File: config.mk
export PLATFORM = sky130hd
export DESIGN_NAME = tcw_front
export DESIGN_NICKNAME = d
export VERILOG_FILES = /design/src/hdl/tcw_pkg.sv /design/src/hdl/tcw_front.sv
export SDC_FILE = /design/constraint.sdc
export NUM_CORES = 1
export LEC_CHECK = 0
export ABC_AREA = 1
export BUFFER_PORTS_ARGS = -buffer_cell sky130_fd_sc_hd__clkbuf_2
export CORE_AREA = 8 8 45 47
export DETAILED_ROUTE_END_ITERATION = 10
export DIE_AREA = 0 0 53 55
export GPL_ROUTABILITY_DRIVEN = 0
export PLACE_DENSITY = 0.77
export SLEW_MARGIN = 20
export SYNTH_ARGS = -nofsm -noshare
export SYNTH_HDL_FRONTEND = slang
export SYNTH_SLANG_ARGS = --single-unit
File: constraint.sdc
create_clock -name vclk -period 0.8
set_input_delay 0.16 -clock vclk [all_inputs]
set_output_delay 0.16 -clock vclk [all_outputs]
set_load 0.02 [all_outputs]
File: src/hdl/tcw_pkg.sv
`timescale 1ns / 1ps
`default_nettype none

package tcw_pkg;

  // Item kinds as they arrive on the command port
  localparam logic [2:0] KIND_PUT_CUR = 3'd0;
  localparam logic [2:0] KIND_PUT_POS = 3'd1;
  localparam logic [2:0] KIND_ERASE   = 3'd2;
  localparam logic [2:0] KIND_CLEAR   = 3'd3;
  localparam logic [2:0] KIND_READ    = 3'd4;

  localparam logic [7:0] CH_NEWLINE = 8'd10;
  localparam logic [7:0] CH_ERROR   = 8'd69;
  localparam logic [7:0] CH_SPACE   = 8'd32;

  localparam int QUEUE_DEPTH = 2;

  typedef struct packed {
    logic [2:0] kind;
    logic [7:0] char_code;
    logic [6:0] column;
    logic [4:0] row_index;
  } cmd_t;

  typedef struct packed {
    logic [10:0] cursor_cell;
    logic [7:0]  read_char;
    logic [7:0]  read_attr;
    logic        error;
    logic        scrolled;
  } result_t;

  // Classified operation handed from the front to the back
  typedef enum logic [2:0] {
    OP_PUT_CUR,
    OP_PUT_POS,
    OP_PUT_ERR,
    OP_ERASE,
    OP_CLEAR,
    OP_READ,
    OP_READ_ERR,
    OP_NOP
  } op_t;

  typedef struct packed {
    op_t        op;
    logic [7:0] char_code;
    logic [6:0] column;
    logic [4:0] row_index;
  } entry_t;

  typedef struct packed {
    logic [7:0] normal_attr;
    logic [7:0] error_attr;
  } attr_t;

  typedef enum logic [2:0] {
    ST_IDLE,
    ST_READ,
    ST_SCR_RD,
    ST_SCR_WR,
    ST_FILL
  } state_t;

endpackage

`default_nettype wire

File: src/hdl/tcw_front.sv
`timescale 1ns / 1ps
`default_nettype none

module tcw_front
  import tcw_pkg::*;
#(
  parameter int COLS = 80,
  parameter int ROWS = 25
) (
  input  wire logic   start,
  input  wire cmd_t   cmd,
  input  wire logic   full,
  output logic        busy,
  output logic        push,
  output entry_t      entry
);

  logic onscreen;

  assign busy     = full;
  assign push     = start && !full;
  assign onscreen = ({1'b0, cmd.column} < 8'(COLS)) && ({1'b0, cmd.row_index} < 6'(ROWS));

  always_comb begin
    entry.char_code = cmd.char_code;
    entry.column    = cmd.column;
    entry.row_index = cmd.row_index;
    unique case (cmd.kind)
      KIND_PUT_CUR: entry.op = OP_PUT_CUR;
      KIND_PUT_POS: entry.op = onscreen ? OP_PUT_POS : OP_PUT_ERR;
      KIND_ERASE:   entry.op = OP_ERASE;
      KIND_CLEAR:   entry.op = OP_CLEAR;
      KIND_READ:    entry.op = onscreen ? OP_READ : OP_READ_ERR;
      default:      entry.op = OP_NOP;
    endcase
  end

endmodule

`default_nettype wire

==> impl_metrics.json <==
{
  "status": "finished, violations left",
  "violations": "setup timing",
  "synth_nets": 67,
  "grt_util_all_layers_pct": 4.63,
  "min_period_ps": 946,
  "start_kind": "input pin",
  "layout.cells.non_filler": 65,
  "drt_wl_total_um": 787,
  "final_max_slew_viol_count": 0,
  "slew_headroom_pct": 90.6,
  "fin_area_um2": 364,
  "hold_slack_ps": 320,
  "io_buffers": 26,
  "syn_avg_cell_area_um2": 6.05,
  "num_io_pins": 50,
  "final_common_cell": "clkbuf_2",
  "ys_seq_area_share_pct": 0,
  "power_density_mw_per_mm2": 680,
  "place_hpwl_um": 632,
  "place_ws_ps": -184,
  "tightest_slew_ps": 141,
  "initial_utilization_pct": 18.4,
  "crit_start": "cmd[20]",
  "postLayoutCoreUtil_pct": 26.3,
  "fmax_mhz": 1060,
  "syn_inst": 42,
  "p_leak_nw": 0.203,
  "peakVddDrop_v": 0.000162,
  "pwr-share-seq_pct": 0,
  "final_min_period_over_clock_period_pct": 118,
  "grt_overflow": 0,
  "crit_path_end_kind": "primary output",
  "ys.warnings.count": 0,
  "drtIter0Drc": 1,
  "cts_setup_buffers": 0,
  "p_int_mw": 0.120,
  "drc": 0,
  "vias": 229,
  "clkPwrFrac_pct": 0,
  "rsz0062_at_grt": "yes",
  "core-area_mm2": 0.00138,
  "synthTopCellsByArea": "buf_4 62%, nand2_1 13%, nor2_1 4.4%, a21o_2 3.4%, o21ai_2 3.4%",
  "hp-start": "cmd[17]",
  "num_rows": 14,
  "die_y_um": 55,
  "grt_pass1_vias": 237,
  "firstDrtPassIters": 2,
  "finalHoldViolations": 0,
  "final_cell_mix": "18 x clkbuf_2, 7 x buf_6, 5 x nand2_1, 3 x nand2_2",
  "synth_top_cell_by_area": "buf_4",
  "fin_tns_setup_ps": -330,
  "viasPerCell": 3.52,
  "setup_viol": 3,
  "arrival_ps": 790,
  "fin_ws_ps": -146,
  "diodes": 0,
  "grt_pass1_wl_mm": 1.08,
  "maxCapViolations": 0,
  "seq_area_um2": 0,
  "syn-cell-area_um2": 254,
  "syn2layout_area_growth_pct": 43.3,
  "antenna_found_initial": 0,
  "synth.distinct_cells": 10,
  "wl_per_cell_um": 12.1,
  "seq_cell_count": 0,
  "postRouteAntennaNets": 0,
  "switching_share_pct": 51.5,
  "clock_buffers": 0,
  "synth_top_area_share_pct": 62.1,
  "drive_gt1_share_pct": 77.6,
  "postPlaceCellArea_um2": 262,
  "grt_start_max_net_pins": 5,
  "fp.dieArea_mm2": 0.00292,
  "p_sw_mw": 0.127,
  "nets": 76,
  "crit_fanout": 4,
  "dp_cells": 65,
  "dieWidth_um": 53,
  "comb_power_share_pct": 100.0,
  "num-fill-cells": 160,
  "hp-class": "input pin to primary output",
  "worstSetupPathType": "input pin to primary output",
  "cp_data_required_time_ps": 640,
  "finalPower_mw": 0.247
}
-- final cells by class --
cell class / instances / area (µm²) / area share [%]
timing repair buffer: 28 / 211 / 58.1
tap: 16 / 20.0 / 5.50
multi-input combinational: 17 / 118 / 32.3
inverter: 4 / 15.0 / 4.12
-- power by group through the flow --
stage	sequential (mW)	clock, mW	combinational [mW]
3_5_place_dp	0	0	0.182
2_1_floorplan	0	0	0.211
6_report	0	0	0.247
4_1_cts	0	0	0.205
3_3_place_gp	0	0	0.178
5_1_grt	0	0	0.267
-- kinds of logic (layout without fill, tap and decap cells) --
group / Yosys count / in the layout / synth area share, %
AOI/OAI and AO/OA: 3 / 3 / 9.85
buffers and inverters: 25 / 32 / 68.0
and+or+nand+nor: 14 / 14 / 22.2
-- worst max-delay path, cell delays in order --
cell and delay (ps):
clkbuf_8 130, nand2_4 60, nand2_2 60, nor2_4 110
nand3_2 70, nand2_2 60, clkbuf_8 140
-- Yosys cell counts --
cell type,count
nor2_2,1
o21a_1,1
clkinv_1,2
nand2_1,9
o21ai_2,1
inv_1,2
a21o_2,1
nor2_1,3
buf_4,21
nand3_1,1
-- worst paths after layout --
check	end	slack, ps	depth (start not counted)
worst min-delay path	entry[17]	320	0
worst max-delay path	entry[20]	-150	7
-- metal layers --
layer	vias to the layer above	part of all wire [%]	global-route usage [%]
met5	-	0	0
met4	0	0	0.862
met3	0	14	1.34
met2	12	63	10.2
met1	96	23	3.92
li1	121	-	-
-- repair_timing --
action	in CTS	in global routing
endpoints found under the setup margin	3	3
pin swaps	3	5
gates resized for setup	7	19
cloned	0	0
hold buffers	0	0
Power figures use the tool's default switching activity.
