## src/hdl/tcw_pkg.sv

```systemverilog
`timescale 1ns / 1ps
`default_nettype none

package tcw_pkg;

  // Item kinds as they arrive on the command port
  localparam logic [2:0] KIND_PUT_CUR = 3'd0;
  localparam logic [2:0] KIND_PUT_POS = 3'd1;
  localparam logic [2:0] KIND_ERASE   = 3'd2;
  localparam logic [2:0] KIND_CLEAR   = 3'd3;
  localparam logic [2:0] KIND_READ    = 3'd4;

  localparam logic [7:0] CH_NEWLINE = 8'd10;
  localparam logic [7:0] CH_ERROR   = 8'd69;
  localparam logic [7:0] CH_SPACE   = 8'd32;

  localparam int QUEUE_DEPTH = 2;

  typedef struct packed {
    logic [2:0] kind;
    logic [7:0] char_code;
    logic [6:0] column;
    logic [4:0] row_index;
  } cmd_t;

  typedef struct packed {
    logic [10:0] cursor_cell;
    logic [7:0]  read_char;
    logic [7:0]  read_attr;
    logic        error;
    logic        scrolled;
  } result_t;

  // Classified operation handed from the front to the back
  typedef enum logic [2:0] {
    OP_PUT_CUR,
    OP_PUT_POS,
    OP_PUT_ERR,
    OP_ERASE,
    OP_CLEAR,
    OP_READ,
    OP_READ_ERR,
    OP_NOP
  } op_t;

  typedef struct packed {
    op_t        op;
    logic [7:0] char_code;
    logic [6:0] column;
    logic [4:0] row_index;
  } entry_t;

  typedef struct packed {
    logic [7:0] normal_attr;
    logic [7:0] error_attr;
  } attr_t;

  typedef enum logic [2:0] {
    ST_IDLE,
    ST_READ,
    ST_SCR_RD,
    ST_SCR_WR,
    ST_FILL
  } state_t;

endpackage

`default_nettype wire

```

## src/hdl/tcw_fifo.sv

```systemverilog
`timescale 1ns / 1ps
`default_nettype none

module tcw_fifo
  import tcw_pkg::*;
(
  input  wire logic   clk,
  input  wire logic   rst,
  input  wire logic   push,
  input  wire entry_t wdata,
  input  wire logic   pop,
  output entry_t      rdata,
  output logic        valid,
  output logic        full
);

  localparam int PW = (QUEUE_DEPTH > 1) ? $clog2(QUEUE_DEPTH) : 1;
  localparam int NW = $clog2(QUEUE_DEPTH + 1);

  entry_t        slots [QUEUE_DEPTH];
  logic [PW-1:0] wr_ptr;
  logic [PW-1:0] rd_ptr;
  logic [NW-1:0] count;

  assign rdata = slots[rd_ptr];
  assign valid = (count != '0);
  assign full  = (count == NW'(QUEUE_DEPTH));

  always_ff @(posedge clk) begin
    if (push) begin
      slots[wr_ptr] <= wdata;
    end
  end

  always_ff @(posedge clk) begin
    if (rst) begin
      wr_ptr <= '0;
      rd_ptr <= '0;
      count  <= '0;
    end else begin
      if (push) begin
        wr_ptr <= (wr_ptr == PW'(QUEUE_DEPTH - 1)) ? '0 : wr_ptr + 1'b1;
      end
      if (pop) begin
        rd_ptr <= (rd_ptr == PW'(QUEUE_DEPTH - 1)) ? '0 : rd_ptr + 1'b1;
      end
      if (push && !pop) begin
        count <= count + 1'b1;
      end else if (pop && !push) begin
        count <= count - 1'b1;
      end
    end
  end

endmodule

`default_nettype wire

```

## config.mk

```make
export PLATFORM = sky130hd
export DESIGN_NAME = tcw_fifo
export DESIGN_NICKNAME = d
export VERILOG_FILES = /design/src/hdl/tcw_pkg.sv /design/src/hdl/tcw_fifo.sv
export SDC_FILE = /design/constraint.sdc
export NUM_CORES = 1
export LEC_CHECK = 0
export BUFFER_PORTS_ARGS = -buffer_cell sky130_fd_sc_hd__buf_2
export CORE_MARGIN = 10
export CORE_UTILIZATION = 46
export DETAILED_ROUTE_END_ITERATION = 8
export GPL_TIMING_DRIVEN = 0
export PLACE_DENSITY_LB_ADDON = 0.05
export SLEW_MARGIN = 10
export SYNTH_ARGS = -nofsm -noshare
export SYNTH_HDL_FRONTEND = slang
export SYNTH_SLANG_ARGS = --single-unit
```

## constraint.sdc

```tcl
create_clock -name clk -period 1.7 [get_ports clk]
set_input_delay 0.17 -clock clk [delete_from_list [all_inputs] [get_ports clk]]
set_output_delay 0.17 -clock clk [all_outputs]
set_load 0.05 [all_outputs]
```

==> run metrics <==
Post-DRT Antenna Nets=0; slowest stage delay, CP=0.40 ns; IO Pins=52; iteration count of the initial detailed-routing pass=4; initial antenna violation count=0; IO buf count=51; Clock Pin Slew Worst Setup and Hold Paths=0.09 ns; post-DR vias/cell=4.74; P&R area growth vs syn=22.3%; Routed WL per cell=16.3 um; TritonCTS Buffers=5; Final HPWL DP=2.36 mm; CTS tree=done; clock period minus worst slack=1.58 ns; GRT overflow=0; vias in the first global route=1082; final hold vios=0; share of cells above drive strength 1=56.6%; Reg power frac=56.1%; Setup WS post-layout=0.121 ns; power share of the clock group=23.9%; Data arrival, critical path=1.41 ns; switching part of the total=28.3%; Vias=957; Site Rows=23; Antenna Cells=0; R2R Setup Slk=0.37 ns; min-delay worst type=input port to flop; post-synthesis sequential area ratio=79.4%; Tcrit/Tclk final=92.9%; die area=7000 um2; Post-Synthesis Net Count=121; worst rel slew slack=54.8%; critical setup path kind=flop to primary output; DR DRC count=0; MaxCap Viol Count=0; nets@finish=179; Critical Path RT=1.53 ns; fmax=0.633 GHz; largest net degree at the start of global routing=24; Worst Tran Pin Value=0.677 ns; clk_skew=0.00935 ns; Synth Cell Area=1870 um2; RSZ-0062 raised after global routing=no; Synth warnings=0; Post-CTS Setup Inserts=0; final slew viol count=0; Startpoint Class=flop; post-synthesis instance total=93; register bit total from synthesis=51; Die Span Y=83.7 um; Core Box Area=3970 um2; Starting Density=47.0%; Slowest-stage cell, CP=dfxtp_2; GP Congestion=0.637; Sw Pwr=748 uW; detailed-route wire length=3.29 mm; CP max FO=10; CP cell instances=buf_6 > mux2_2 > buf_2; clk root buf=clkbuf_8; Die W=83.7 um; status=finished, final reports clean; clk buf depth=2; Synth cell types=16; latest clock arrival within the worst-skew pair=0.29 ns; H-tree Lvls=2; GR Util All Layers=9.91%; synthesized area per cell=20.1 um2; TritonCTS Sinks=51; P_leak=0.876 nW; Worst setup EP type=primary output; design internal power=1.90 mW; Final setup viols=0; peak supply drop=707 uV; first-pass GRT wire length=5.31 mm; Setup TNS Final=0 ns; pwr dens=1160 nW/um2; Comb pwr share=20.0%; pre-CTS setup slack=0.0174 ns; Starting DRT DRC Count=65
cells by family after synthesis:
logic type               count (synthesis)  synth area share, %
flip-flops                              51                 79.4
XOR/XNOR                                 4                 1.88
AO/OA/AOI/OAI                            2                0.536
multiplexers                            23                 13.9
buffers and inverters                    3                 1.01
AND/OR/NAND/NOR                          9                 2.62
adder cells (fa/ha/maj)                  1                0.671
routing by layer:
layer  up-vias  share of wire, %  track usage, %
met4         0               1.7            4.11
met2        29                54            17.1
li1        470                 -               -
met5         -                 0               0
met1       454                36            9.54
met3         4               7.6            5.37
worst max-delay path: cells and delay by family (launching register included):
kind / cells / cell delay, ns
DFF: 1 / 0.40
buffers and inverters: 2 / 0.38
muxes: 1 / 0.34
Yosys cell counts, drive strengths merged:
cell type	instances	share of area, %
a21oi	1	0.27
and2	1	0.34
and2b	1	0.47
buf	2	0.80
dfxtp	5	5.4
edfxtp	46	74
ha	1	0.67
inv	1	0.20
mux2	23	14
nor2	4	0.80
nor2b	1	0.34
o21ai	1	0.27
or2	1	0.34
or3	1	0.34
xnor2	2	0.94
xor2	2	0.94
power groups by stage:
stage | clock network [mW] | registers (mW) | logic (mW)
finish | 0.632 | 1.48 | 0.530
global route | 0.727 | 1.49 | 0.565
CTS | 0.659 | 1.49 | 0.536
detailed placement | 0 | 1.51 | 0.534
global placement | 0 | 1.51 | 0.526
floorplan | 0 | 1.50 | 0.404
registers in the layout, summed over array words and instances (netlist names), named ones only:
name / flops
count: 2
slots: 46
rd_ptr: 1
wr_ptr: 1
final timing paths:
check                   startpoint                     end  cells after the start
min reg2reg  count[1]$_SDFFE_PP0P_   count[1]$_SDFFE_PP0P_                      2
max                           flop                rdata[6]                      3
min                       wdata[0]   slots[1][0]$_DFFE_PP_                      1
max reg2reg    wr_ptr$_SDFFE_PP0P_  slots[1][21]$_DFFE_PP_                      1
area by class of cell:
| class | count | area, um2 |
|---|---|---|
| plain buffers | 2 | 22.5 |
| clock inverters | 2 | 7.51 |
| repair buffers | 51 | 255 |
| multi-input cells | 39 | 374 |
| inverters | 1 | 3.75 |
| flip-flops and latches | 51 | 1480 |
| clock buffers | 6 | 72.6 |
| fillers | 341 | 1690 |
| well taps | 50 | 62.6 |
cells in the final DEF, fill, tap and decap left out:
master and n:
dfxtp_2 1, buf_6 2, or2_2 1, a21oi_1 1, and2b_2 1, nor2_1 4
xor2_1 2, and2_2 1, clkbuf_1 1, mux2_2 23, edfxtp_1 46, inv_1 1
xnor2_1 2, o21ai_0 1, ha_1 1, buf_2 51, dfxtp_1 4, clkbuf_8 5
or3_1 1, clkinv_1 2, nor2b_4 1
what timing repair did:
item,4_1_cts,5_1_grt
setup endpoints to repair,20,26
hold buffers,0,0
gates resized for setup,1,3
pin swaps,0,0
per-stage QoR:
stage / power, mW / cells / hold WS, ns / util [%] / instance area (um2)
after floorplan: 1.91 / 93 / 0.239 / - / 1870
after global placement: 2.03 / 194 / 0.357 / 55.0 / 2190
after detailed placement: 2.05 / 194 / 0.362 / 55.0 / 2190
after CTS: 2.68 / 202 / 0.0474 / 57.1 / 2270
after global routing: 2.79 / 202 / 0.0367 / 57.4 / 2280
final: 2.65 / 202 / 0.0583 / 57.4 / 2280
(Power assumes the default switching activity.)
